[config.mk]
export PLATFORM = sky130hd
export DESIGN_NAME = ada_regs
export DESIGN_NICKNAME = d
export VERILOG_FILES = /design/src/hw/rtl/ada_pkg.sv /design/src/hw/rtl/ada_regs.sv
export SDC_FILE = /design/constraint.sdc
export NUM_CORES = 1
export LEC_CHECK = 0
export ABC_AREA = 1
export BUFFER_PORTS_ARGS = -buffer_cell sky130_fd_sc_hd__buf_2
export CORE_MARGIN = 8
export CORE_UTILIZATION = 52
export CTS_CLUSTER_DIAMETER = 50
export DETAILED_ROUTE_END_ITERATION = 8
export GPL_ROUTABILITY_DRIVEN = 0
export PLACE_DENSITY = 0.9
export SLEW_MARGIN = 20
export SYNTH_ARGS = -nofsm -noshare
export SYNTH_HDL_FRONTEND = slang
export SYNTH_SLANG_ARGS = --single-unit
[constraint.sdc]
create_clock -name clk_i -period 3.11 [get_ports clk_i]
set_input_delay 0.933 -clock clk_i [delete_from_list [all_inputs] [get_ports clk_i]]
set_output_delay 0.933 -clock clk_i [all_outputs]
set_load 0.005 [all_outputs]
[src/hw/rtl/ada_pkg.sv]
package ada_pkg;

  localparam int ValW  = 32;
  localparam int AccW  = 48;
  localparam int CfgW  = 32;
  localparam int AddrW = 4;
  localparam int RadW  = 64;   // radicand: {0, x(49), 14 zeros}
  localparam int RootW = 32;
  localparam int NumW  = 64;   // dividend, top bit always zero
  localparam int DivW  = 34;   // divisor: 2*root or 1

  localparam int SqrtStepsDef = 4;
  localparam int DivStepsDef  = 4;

  localparam logic [AccW-1:0] AccMax = {AccW{1'b1}};

  localparam logic [1:0] RegLr    = 2'd0;
  localparam logic [1:0] RegDecay = 2'd1;
  localparam logic [1:0] RegEps   = 2'd2;

  localparam logic [CfgW-1:0] LrReset    = 32'd65536;
  localparam logic [CfgW-1:0] DecayReset = 32'd0;
  localparam logic [CfgW-1:0] EpsReset   = 32'd1;

  typedef struct packed {
    logic [CfgW-1:0] lr;
    logic [CfgW-1:0] decay;
    logic [CfgW-1:0] eps;
  } cfg_t;

  // per-element data that rides along with the root and divide units
  typedef struct packed {
    logic [ValW-1:0] val;
    logic            gneg;
    logic            sat;
    logic [AccW-1:0] nacc;
  } side_t;

  typedef struct packed {
    side_t           side;
    logic [NumW-2:0] num;
  } sq_tag_t;

endpackage

[src/hw/rtl/ada_regs.sv]
module ada_regs import ada_pkg::*; (
  input  logic             clk_i,
  input  logic             rst_ni,
  input  logic             psel,
  input  logic             penable,
  input  logic             pwrite,
  input  logic [AddrW-1:0] paddr,
  input  logic [CfgW-1:0]  pwdata,
  output logic [CfgW-1:0]  prdata,
  output logic             pready,
  output cfg_t             cfg_o
);

  cfg_t       cfg_q;
  logic       wr;
  logic [1:0] idx;

  assign pready = 1'b1;
  assign wr     = psel && penable && pwrite;
  assign idx    = paddr[3:2];
  assign cfg_o  = cfg_q;

  always_ff @(posedge clk_i or negedge rst_ni) begin
    if (!rst_ni) begin
      cfg_q.lr    <= LrReset;
      cfg_q.decay <= DecayReset;
      cfg_q.eps   <= EpsReset;
    end else if (wr) begin
      unique case (idx)
        RegLr:    cfg_q.lr    <= pwdata;
        RegDecay: cfg_q.decay <= pwdata;
        RegEps:   cfg_q.eps   <= pwdata;
        default: ;
      endcase
    end
  end

  always_comb begin
    unique case (idx)
      RegLr:    prdata = cfg_q.lr;
      RegDecay: prdata = cfg_q.decay;
      RegEps:   prdata = cfg_q.eps;
      default:  prdata = '0;
    endcase
  end

  // write to an unmapped slot leaves every register alone
  a_unmapped_wr: assert property (@(posedge clk_i) disable iff (!rst_ni)
    (wr && !(idx == RegLr || idx == RegDecay || idx == RegEps)) |=> $stable(cfg_q))
    else $error("unmapped write changed a register");

endmodule

# Word-level counts from Yosys, hierarchy flattened
# Index checks and enable logic that the tools add are counted.
[word_totals]
regBits = 96
inputBits = 41
out_inout_bits = 129
word_cells = 12
[classes]
n_eq_ne = 2
n_mux = 1
reduce_logical = 6
[op_table]
columns = ["operator", "count"]
rows = [
  ["one-hot mux 32 bit (3 select lines)", 1],
  ["AND reduction 2 bit", 3],
  ["== test 2 x 1 -> 1 bit (second input constant)", 1],
  ["== test 2 bit (second input constant)", 1],
  ["logical AND 1 bit", 2],
  ["logical NOT 2 bit", 1],
]

# Logic depth before layout (Yosys ltp)
[depth]
ltp_word = 3
depth_mapped = 7
mapped_depth_nobuf = 6

# Worst setup path before layout
# No wires, ideal clock.
[synth_path]
kind = "input-to-output"
start = "input paddr[2]"
end = "output prdata[15]"
arrival_time_ps = 1444
required_ps = 2177
setup_slack_ps = 733
stages = 6
n_path_buf = 1
path_cell_list = "inv_2 > nand2_1 > inv_2 > buf_2 > nand2_1 > nand3_1"
[synth_between]
elab_chain_cells = 2
word_cells_on_any_way = 4
classes_between = "eq/ne: 2; mux: 1; reduce/logical: 1"
[synth_rtl]
columns = ["element", "line_no", "text"]
rows = [
  ["start: declaration", "ada_regs.sv:7", "input logic [AddrW-1:0] paddr,"],
  ["== test 2 bit, or another cell as far along", "ada_regs.sv:39", "unique case (idx)"],
  ["one-hot mux 32 bit (3 select lines) *", "ada_regs.sv:39", ""],
  ["end: declaration", "ada_regs.sv:9", "output logic [CfgW-1:0] prdata,"],
]
# Mark *: on every way between the ends. The rest lies on a longest branch, timed or not.

# Worst setup path in the final report
[layout_path]
start = "input paddr[2]"
end = "output prdata[23]"
# Same word-level chain as after synthesis.

==> results.toml <==
[timing]
relSlewSlack = 0.526
setup_viol = 0
tns_ns = 0
rsz0062_at_grt = "false"
skew_ns = 0
finalCritPeriodShare = 0.887
hold_viol = 0
period_needed_ns = 2.76
tightestPinTransition_ns = 0.709
finalMaxSlewViolations = 0
worst_hold_slack_ns = 0.486
fmax_ghz = 0.363

[worst_setup_path]
worstPathMaxFanout = 19
worst-setup-path-type = "in -> out"
cp_slowest_stage_delay_ns = 0.25
path_cells = "buf_2 -> inv_2 -> nand2_1 -> inv_2 -> buf_4 -> nand2_1 -> nand3_1 -> buf_2"
worst_setup_path_start_kind = "input pin"
cp.arrival_ns = 1.82
cp-end-kind = "primary output"
required_ns = 2.18
cpMaxStageDelayCell = "buf_4"

[drt]
drt_iter0_markers = 207
wirelength_um = 13500
ant_nets = 0
vias_per_cell = 5.20
dr.pass1.iters = 4
drc = 0
avgRoutedWirePerCell_um = 16.2
via_count = 4341

[yosys]
synth_top_family_by_area = "simple AND/OR/NAND/NOR gates"
netlist_instances = 559
synthAdderAreaFrac = 0
syn_nets = 600
avgSynthCellArea_sq_um = 7.59
ys_ff_latch = 96
yosys_warnings = 0
syn-cell-area_sq_um = 4240
synth_xor_area_frac = 0
ys_seq_area_frac = 0.567
synth-compound-area-share = 0
netlist-cell-type-count = 12
synth_mux_area_frac = 0
synth-simple-area-share = 0.392

[layout]
fill_cells = 683
largest_reg_flops = 96
multi_input_area_sq_um = 1670
areaGrowthSynthToFinish_pct = 27.6
nets = 766
drive_gt1_frac = 0.288
layout_commonest_cell = "nand2_1"
mostFrequentLayoutCells = "nand2_1, buf_2, dfrtp_1"
antenna_cells = 0
stdcell_count = 835
seq_area_sq_um = 2400
utilization = 0.672

[clock_network]
cts_root_buf = "clkbuf_8"
cts_sinks = 96
clockBufferDepth = 2
cts_setup_buffers = 0
cts_buffers = 9
clk_latency_ns = 0.35
clkTransAtPathRegs_ns = 0.10
cts_tree = "yes"
cts_hold_buf = 0
ctsResizeCount = 0
htreeDepth = 3

[die]
design.core.area_sq_um = 8050
start_util = 0.527
ios = 170
num_rows = 33
die_area_sq_um = 11300
die_h_um = 106
die_width_um = 106

[power_and_ir_drop]
powerDensity_nw_per_um2 = 621
leakage_nw = 3.27
ir_worst_vdd_mv = 0.322

[global_route]
antenna_found_initial = 0
grt_max_degree = 48
first_global_vias = 4452
globalRouteTotalUtil = 0.243
grt.overflow.total = 0
grt_pass1_wl_um = 22200

[placement]
dp.cells = 819
portBuffers = 166
hpwl_um = 9770

[run]
maxCapViolCount = 0

[min_path]
hold_class = "reg -> reg"

[outcome]
status = "complete, no violations"
[cells in the mapped netlist, drive strengths merged]
cell type | count | area [sq um]
buf | 28 | 150
conb | 1 | 3.75
dfrtp | 94 | 2350
dfstp | 2 | 52.6
inv | 5 | 18.8
nand2 | 391 | 1470
nand3 | 33 | 165
nor2 | 5 | 28.8
[power breakdown]
group,internal (mW),switching (mW)
Sequential,1.51,0.218
Combinational,0.371,0.432
Clock,0.381,0.452
Total,2.26,1.10
[kinds of logic after synthesis]
| kind of cell | Yosys count |
|---|---|
| buffers and inverters | 33 |
| other | 1 |
| and+or+nand+nor | 429 |
| DFF | 96 |
[worst max-delay path, delay by kind of cell]
kind	cells	cell delay (ns)
buf+inv	5	0.61
simple gates	3	0.27
[layer usage]
layer	GRT usage	vias to the layer above	share of wire
met1	0.286	2069	0.40
met2	0.416	214	0.50
met4	0.116	0	0.026
met5	0	-	0
met3	0.0526	34	0.080
li1	-	2024	-
[area by class of cell]
cell class / instances / area share
Clock inverter: 7 / 0.0143
Sequential cell: 96 / 0.444
Tap cell: 105 / 0.0243
Clock buffer: 9 / 0.0229
Timing Repair Buffer: 183 / 0.182
Multi-Input combinational cell: 430 / 0.308
Inverter: 5 / 0.00347
[path summary, 6_finish.rpt]
| kind | from | to | slack [ns] | cells past startpoint |
|---|---|---|---|---|
| setup / recovery | paddr[2] | prdata[23] | 0.35 | 8 |
| hold / removal | cfg_o[0] | cfg_o[0] | 0.49 | 2 |
| setup reg to reg | cfg_o[80] | cfg_o[80] | 2.36 | 2 |
| hold reg to reg | cfg_o[0] | cfg_o[0] | 0.49 | 2 |
| max in group asynchronous | rst_ni | cfg_o[80] | 1.85 | 2 |
| min in group asynchronous | rst_ni | cfg_o[24] | 0.59 | 1 |
[stage by stage]
stage / power [mW] / area, sq um / setup slack, ns
global route: 3.57 / 5410 / 0.266
detailed placement: 2.56 / 5210 / 0.364
CTS: 3.38 / 5410 / 0.361
finish: 3.36 / 5410 / 0.353
floorplan: 2.03 / 4240 / 0.733
global placement: 2.51 / 5210 / 0.415
Power figures use the tool's default switching activity.
