--- config.mk ---
export PLATFORM = sky130hd
export DESIGN_NAME = ada_sqrt
export DESIGN_NICKNAME = d
export VERILOG_FILES = /design/src/hw/rtl/ada_pkg.sv /design/src/hw/rtl/ada_sqrt.sv
export SDC_FILE = /design/constraint.sdc
export NUM_CORES = 2
export LEC_CHECK = 0
export BUFFER_PORTS_ARGS = -buffer_cell sky130_fd_sc_hd__buf_2
export CAP_MARGIN = 30
export CORE_MARGIN = 2
export CORE_UTILIZATION = 63
export DETAILED_ROUTE_END_ITERATION = 8
export PLACE_DENSITY = 0.81
export SLEW_MARGIN = 20
export SYNTH_ARGS = -nofsm -noshare
export SYNTH_HDL_FRONTEND = slang
export SYNTH_SLANG_ARGS = --single-unit
--- constraint.sdc ---
create_clock -name clk_i -period 26.6 [get_ports clk_i]
set_clock_uncertainty 0.15 [all_clocks]
set_input_delay 2.66 -clock clk_i [delete_from_list [all_inputs] [get_ports clk_i]]
set_output_delay 2.66 -clock clk_i [all_outputs]
set_load 0.05 [all_outputs]
--- src/hw/rtl/ada_pkg.sv ---
package ada_pkg;

  localparam int ValW  = 32;
  localparam int AccW  = 48;
  localparam int CfgW  = 32;
  localparam int AddrW = 4;
  localparam int RadW  = 64;   // radicand: {0, x(49), 14 zeros}
  localparam int RootW = 32;
  localparam int NumW  = 64;   // dividend, top bit always zero
  localparam int DivW  = 34;   // divisor: 2*root or 1

  localparam int SqrtStepsDef = 4;
  localparam int DivStepsDef  = 4;

  localparam logic [AccW-1:0] AccMax = {AccW{1'b1}};

  localparam logic [1:0] RegLr    = 2'd0;
  localparam logic [1:0] RegDecay = 2'd1;
  localparam logic [1:0] RegEps   = 2'd2;

  localparam logic [CfgW-1:0] LrReset    = 32'd65536;
  localparam logic [CfgW-1:0] DecayReset = 32'd0;
  localparam logic [CfgW-1:0] EpsReset   = 32'd1;

  typedef struct packed {
    logic [CfgW-1:0] lr;
    logic [CfgW-1:0] decay;
    logic [CfgW-1:0] eps;
  } cfg_t;

  // per-element data that rides along with the root and divide units
  typedef struct packed {
    logic [ValW-1:0] val;
    logic            gneg;
    logic            sat;
    logic [AccW-1:0] nacc;
  } side_t;

  typedef struct packed {
    side_t           side;
    logic [NumW-2:0] num;
  } sq_tag_t;

endpackage

--- src/hw/rtl/ada_sqrt.sv ---
// Pipelined digit-by-digit integer square root, Steps result bits per stage.
module ada_sqrt import ada_pkg::*; #(
  parameter int Steps = SqrtStepsDef
) (
  input  logic             clk_i,
  input  logic             rst_ni,
  input  logic             valid_i,
  output logic             ready_o,
  input  logic [RadW-1:0]  rad_i,
  input  sq_tag_t          tag_i,
  output logic             valid_o,
  input  logic             ready_i,
  output logic [RootW-1:0] root_o,
  output sq_tag_t          tag_o
);

  localparam int N = RootW / Steps;

  logic             v_q    [N];
  logic             en     [N];
  logic [RadW-1:0]  rad_q  [N];
  logic [RootW+2:0] rem_q  [N];
  logic [RootW-1:0] root_q [N];
  sq_tag_t          tag_q  [N];

  always_comb begin
    en[N-1] = !v_q[N-1] || ready_i;
    for (int k = N - 2; k >= 0; k--) begin
      en[k] = !v_q[k] || en[k+1];
    end
  end

  assign ready_o = en[0];

  for (genvar k = 0; k < N; k++) begin : g_stage
    logic             vin;
    logic [RadW-1:0]  r_in, r;
    logic [RootW+2:0] m_in, m, tr;
    logic [RootW-1:0] q_in, q;
    sq_tag_t          t_in;

    if (k == 0) begin : g_first
      assign vin  = valid_i;
      assign r_in = rad_i;
      assign m_in = '0;
      assign q_in = '0;
      assign t_in = tag_i;
    end else begin : g_next
      assign vin  = v_q[k-1];
      assign r_in = rad_q[k-1];
      assign m_in = rem_q[k-1];
      assign q_in = root_q[k-1];
      assign t_in = tag_q[k-1];
    end

    always_comb begin
      r  = r_in;
      m  = m_in;
      q  = q_in;
      tr = '0;
      for (int j = 0; j < Steps; j++) begin
        m  = {m[RootW:0], r[RadW-1 -: 2]};
        tr = {1'b0, q, 2'b01};
        if (m >= tr) begin
          m = m - tr;
          q = {q[RootW-2:0], 1'b1};
        end else begin
          q = {q[RootW-2:0], 1'b0};
        end
        r = {r[RadW-3:0], 2'b00};
      end
    end

    always_ff @(posedge clk_i or negedge rst_ni) begin
      if (!rst_ni) begin
        v_q[k] <= 1'b0;
      end else if (en[k]) begin
        v_q[k] <= vin;
      end
    end

    always_ff @(posedge clk_i) begin
      if (en[k]) begin
        rad_q[k]  <= r;
        rem_q[k]  <= m;
        root_q[k] <= q;
        tag_q[k]  <= t_in;
      end
    end

    // remainder never exceeds twice the partial root
    a_rem_bound: assert property (@(posedge clk_i) disable iff (!rst_ni)
      v_q[k] |-> (rem_q[k] <= {2'b00, root_q[k], 1'b0}))
      else $error("sqrt remainder out of bound");
  end

  assign valid_o = v_q[N-1];
  assign root_o  = root_q[N-1];
  assign tag_o   = tag_q[N-1];

endmodule

### Word level (Yosys, flattened, before mapping)

Memory sizes are Yosys's and may differ from the RTL's.
Index checks and enable logic that the tools add are counted.

| word-level totals | value |
|---|---|
| register bits after elaboration | 8 |
| latch bits | 0 |
| RAM bits | 2144 |
| ROM bits | 0 |
| input port bits | 213 |
| output and inout port bits | 179 |
| memories | 4 |

| cells by class | value |
|---|---|
| add/subtract/negate cells | 32 |
| multipliers | 0 |
| divide/modulo/power cells | 0 |
| magnitude comparators | 32 |
| eq/ne operators | 0 |
| shift operators | 0 |
| muxes and demuxes | 80 |
| bitwise gates (word level) | 0 |
| reduce and logical (&&, ||, !) cells | 16 |

Memories:

| name | depth | width | read ports | clocked after Yosys merged registers in | write ports | line | text |
|---|---|---|---|---|---|---|---|
| tag_q | 8 | 145 | 8 | 0 | 8 | ada_sqrt.sv:24 | `sq_tag_t tag_q [N];` |
| rad_q | 8 | 56 | 7 | 0 | 8 | ada_sqrt.sv:21 | `logic [RadW-1:0] rad_q [N];` |
| rem_q | 8 | 35 | 7 | 0 | 8 | ada_sqrt.sv:22 | `logic [RootW+2:0] rem_q [N];` |
| root_q | 8 | 32 | 8 | 0 | 8 | ada_sqrt.sv:23 | `logic [RootW-1:0] root_q [N];` |

Operator list:

| cell | count |
|---|---|
| $ge 35x34->1 | 28 |
| $mux 33 | 24 |
| $sub 33x33->33 | 21 |
| $mux 35 | 8 |
| $sub 35x34->35 | 7 |
| $mux 1 | 48 |
| $ge 35x3->1 | 1 |
| $ge 35x4->1 | 1 |
| $ge 35x5->1 | 1 |
| $sub 35x5->35 | 1 |
| $sub 33x3->33 | 1 |
| $sub 33x4->33 | 1 |
| $logic_not 1->1 | 8 |
| $logic_or 1x1->1 | 8 |
| $sub 2x1->3 const B | 1 |
| $ge 2x1->1 const B | 1 |

### Depth between registers and ports, before layout

| depth | value |
|---|---|
| word-level depth | 11 |
| depth in mapped cells | 64 |
| gate-level depth less buffers | 59 |

### Least setup slack after synthesis

OpenSTA, ideal clock, no wires.

| path | value |
|---|---|
| path type | input to output |
| from | input ready_i |
| to | output ready_o |
| arrival time | 21915 ps |
| required time | 23790 ps |
| slack | 1875 ps |
| stages on the path | 6 |
| cells stage by stage | nor2b_1 -> nand3_1 -> nor2_1 -> nand3_1 -> inv_1 -> nand3_1 |

RTL lines:

| element | line | text |
|---|---|---|
| from (decl) | ada_sqrt.sv:12 | `input logic ready_i,` |
| to (decl) | ada_sqrt.sv:8 | `output logic ready_o,` |

==> impl_metrics.sql <==
INSERT INTO impl_metrics (metric_group, metric, value, unit) VALUES
('finish', 'fillcell_total', '10900', ''),
('power', 'p_leak', '0.0442', 'uW'),
('die', 'design.die.area', '161000', 'um^2'),
('timing', 'unrepaired_setup_endpoints_after_global_routing', 'no', ''),
('synth', 'synth_top_area_share', '53.2', '%'),
('setup_path', 'critical-path-max-stage-delay', '0.78', 'ns'),
('synth', 'synthesis.area_per_instance', '11.0', 'um^2'),
('grt', 'first_global_vias', '75300', ''),
('timing', 'hold_viol', '0', ''),
('setup_path', 'slowest_stage', 'sky130_fd_sc_hd__o311ai_0', ''),
('synth', 'netlist-cell-type-count', '117', ''),
('clock_network', 'cts_setup_buffers', '0', ''),
('place', 'gpl.final_weighted_congestion', '1.04', ''),
('grt', 'antenna_found_initial', '52', ''),
('power', 'power_frac_seq', '35.3', '%'),
('timing', 'maxSlewViolCount', '0', ''),
('timing', 'share_of_the_clock_period_used_by_the_worst_path', '65.8', '%'),
('synth', 'yosys-mux-area-fraction', '1.14', '%'),
('synth', 'main_combinational_cell_family_by_area_after_synthesis', 'compound AO/OA/AOI/OAI gates', ''),
('synth', 'synthXorXnorAreaFrac', '6.29', '%'),
('timing', 'setup_tns', '0', 'ns'),
('synth', 'synth-seq-cells', '1767', ''),
('finish', 'final_core_util', '70.1', '%'),
('setup_path', 'worst-path-max-fanout', '45', ''),
('setup_path', 'worst_ep_arrival_time', '17.93', 'ns'),
('synth', 'count_of_warnings_emitted_by_yosys', '0', ''),
('clock_network', 'num_clock_sinks', '1767', ''),
('setup_path', 'setup.worst_path.end_class', 'flop', ''),
('outcome', 'violations_in_the_final_reports', 'antenna rules, DRC', ''),
('synth', 'synth.cells.most_frequent', 'sky130_fd_sc_hd__edfxtp_1 (1759), sky130_fd_sc_hd__nand2_1 (753), sky130_fd_sc_hd__nor2_1 (712)', ''),
('detailed_routing', 'num_vias', '79300', ''),
('clock_network', 'cts_buffers', '172', ''),
('clock_network', 'cts-root-buf', 'sky130_fd_sc_hd__clkbuf_16', ''),
('worst_hold_path', 'worst_hold_path_type', 'reg2reg', ''),
('setup_path', 'worstSetupStartpointType', 'flop', ''),
('detailed_routing', 'drt-total-wl', '325', 'mm'),
('clock_network', 'cts_resized', '0', ''),
('timing', 'max_freq', '0.0572', 'GHz'),
('synth', 'synth-async-reset-ratio', '0.453', '%'),
('place', 'number_of_instances_in_the_placed_design', '11300', ''),
('detailed_routing', 'post_drt_via_cell_ratio', '6.82', ''),
('finish', 'multi_input_area', '43900', 'um^2'),
('clock_network', 'worst_skew_pair.late_latency', '0.84', 'ns'),
('finish', 'layoutNonFillerInstCount', '11600', ''),
('finish', 'synthToLayoutAreaGrowth', '10.4', '%'),
('synth', 'yosys_most_used_dff', 'sky130_fd_sc_hd__edfxtp_1', ''),
('grt', 'global_route.usage.total', '39.1', '%'),
('synth', 'synthCells', '8990', ''),
('timing', 'slew_headroom', '20.0', '%'),
('place', 'port_bufs', '391', ''),
('detailed_routing', 'route.detailed.drc', '8', ''),
('finish', 'regArea', '53000', 'um^2'),
('grt', 'grt_max_degree', '156', ''),
('place', 'dp_hpwl', '233', 'mm'),
('die', 'dieHeight', '401', 'um'),
('timing', 'setup_violations', '0', ''),
('finish', 'num-nets-final', '10200', ''),
('clock_network', 'number_of_h_tree_levels', '4', ''),
('synth', 'synthAdderAreaFrac', '7.06', '%'),
('detailed_routing', 'ant_nets', '1', ''),
('clock_network', 'holdBufCountCts', '0', ''),
('synth', 'synth.top_cells.by_area', 'sky130_fd_sc_hd__edfxtp_1 (53%), sky130_fd_sc_hd__ha_1 (7.1%), sky130_fd_sc_hd__xnor2_1 (4.1%)', ''),
('clock_network', 'clkTransAtPathRegs', '0.07', 'ns'),
('outcome', 'run_status', 'complete, but fails checks', ''),
('setup_path', 'timing.critical_path.mode_cell', 'sky130_fd_sc_hd__o21ai_0', ''),
('power', 'switchingPower', '5300', 'uW'),
('power', 'vdd_drop_max', '0.101', 'mV'),
('die', 'dieWidth', '401', 'um'),
('timing', 'worst_pin_slew', '1.20', 'ns'),
('power', 'internal_portion_of_total_power', '7210', 'uW'),
('timing', 'hold_ws', '0.236', 'ns');
-- metal layers --
layer	GRT usage [%]	vias up	wire length [um]
met5	0	-	99
met4	19.4	16	19900
met3	6.86	1225	32500
met2	62.5	5396	150000
met1	51.8	37900	123000
li1	-	34800	-
-- registers in the layout, indices dropped and copies added, names as in the netlist --
| register | cells |
|---|---|
| g_stage.vin | 7 |
| tag_q | 1160 |
| valid_o | 1 |
| root_q | 144 |
| rad_q | 224 |
| rem_q | 231 |
-- path summary, 6_finish.rpt --
kind / startpoint / end / slack, ns / cells past startpoint
min reg2reg: tag_q[0][377] / tag_q[0][522] / 0.24 / 0
max: root_q[1][64] / root_q[1][96] / 9.10 / 53
max reg2reg: root_q[1][64] / root_q[1][96] / 9.10 / 53
min: tag_q[0][377] / tag_q[0][522] / 0.24 / 0
max in group asynchronous: rst_ni / g_stage[1].vin / 24.58 / 1
min in group asynchronous: rst_ni / g_stage[3].vin / 1.53 / 1
-- metrics by stage --
step	worst slack [ns]	area [um^2]	power [uW]
4_1_cts	10.32	109000	12300
6_report	9.10	110000	12500
3_3_place_gp	11.10	103000	9480
5_1_grt	8.96	110000	13000
3_5_place_dp	10.90	104000	9650
2_1_floorplan	1.88	99300	8120
-- power groups by stage --
stage	clock network [uW]	logic (uW)	registers, uW
2_1_floorplan	0	3700	4420
3_3_place_gp	0	5120	4360
3_5_place_dp	0	5230	4420
4_1_cts	2560	5340	4390
5_1_grt	2650	5920	4450
6_report	2550	5540	4410
-- cells by family (layout without fill, tap and decap cells) --
logic type | count (synthesis) | in the layout
multiplexers | 105 | 105
AND/OR/NAND/NOR | 2876 | 2876
other | 1 | 46
AO/OA/AOI/OAI | 2329 | 2329
flip-flops | 1767 | 1767
adder cells (fa/ha/maj) | 560 | 560
buffers and inverters | 639 | 1164
XOR/XNOR | 713 | 713
-- cell type report --
cell class	instances	share of cell area, %
antenna	42	0.0959
clock buffer	196	4.01
clock inverter	117	1.31
inverter	387	1.34
multi-input combinational	6587	40.1
sequential	1767	48.4
tap	2058	2.35
timing repair buffer	464	2.47
-- critical path: cells and delay by family (launching register included) --
family	cells	cell delay, ns
muxes	1	0.41
DFF	1	0.43
adders and majority gates	4	1.52
AOI/OAI and AO/OA	26	8.44
xor gates and xnor gates	1	0.08
buffers and inverters	4	2.03
and+or+nand+nor	17	4.09
-- cell usage in the layout, fill, tap and decap left out, types with 34 or more instances in the layout --
cell type	instances
sky130_fd_sc_hd__a211o_1	34
sky130_fd_sc_hd__a211oi_1	72
sky130_fd_sc_hd__a21o_1	303
sky130_fd_sc_hd__a21oi_1	709
sky130_fd_sc_hd__a31oi_1	87
sky130_fd_sc_hd__and2_1	77
sky130_fd_sc_hd__and3_1	100
sky130_fd_sc_hd__and4_1	37
sky130_fd_sc_hd__buf_2	392
sky130_fd_sc_hd__buf_4	59
sky130_fd_sc_hd__clkbuf_16	172
sky130_fd_sc_hd__diode_2	42
sky130_fd_sc_hd__edfxtp_1	1759
sky130_fd_sc_hd__ha_1	560
sky130_fd_sc_hd__inv_1	375
sky130_fd_sc_hd__mux2_2	57
sky130_fd_sc_hd__mux2i_1	44
sky130_fd_sc_hd__nand2_1	750
sky130_fd_sc_hd__nand2b_1	105
sky130_fd_sc_hd__nand3_1	219
sky130_fd_sc_hd__nand3b_1	35
sky130_fd_sc_hd__nand4_1	154
sky130_fd_sc_hd__nor2_1	712
sky130_fd_sc_hd__nor2b_1	83
sky130_fd_sc_hd__nor3_1	206
sky130_fd_sc_hd__nor4_1	66
sky130_fd_sc_hd__o211ai_1	63
sky130_fd_sc_hd__o21a_1	77
sky130_fd_sc_hd__o21ai_0	472
sky130_fd_sc_hd__o21bai_1	75
sky130_fd_sc_hd__o31ai_1	59
sky130_fd_sc_hd__or2_2	58
sky130_fd_sc_hd__or3_1	62
sky130_fd_sc_hd__or4_1	58
sky130_fd_sc_hd__xnor2_1	467
sky130_fd_sc_hd__xor2_1	246
No activity file was read; power rests on OpenSTA's default activity.
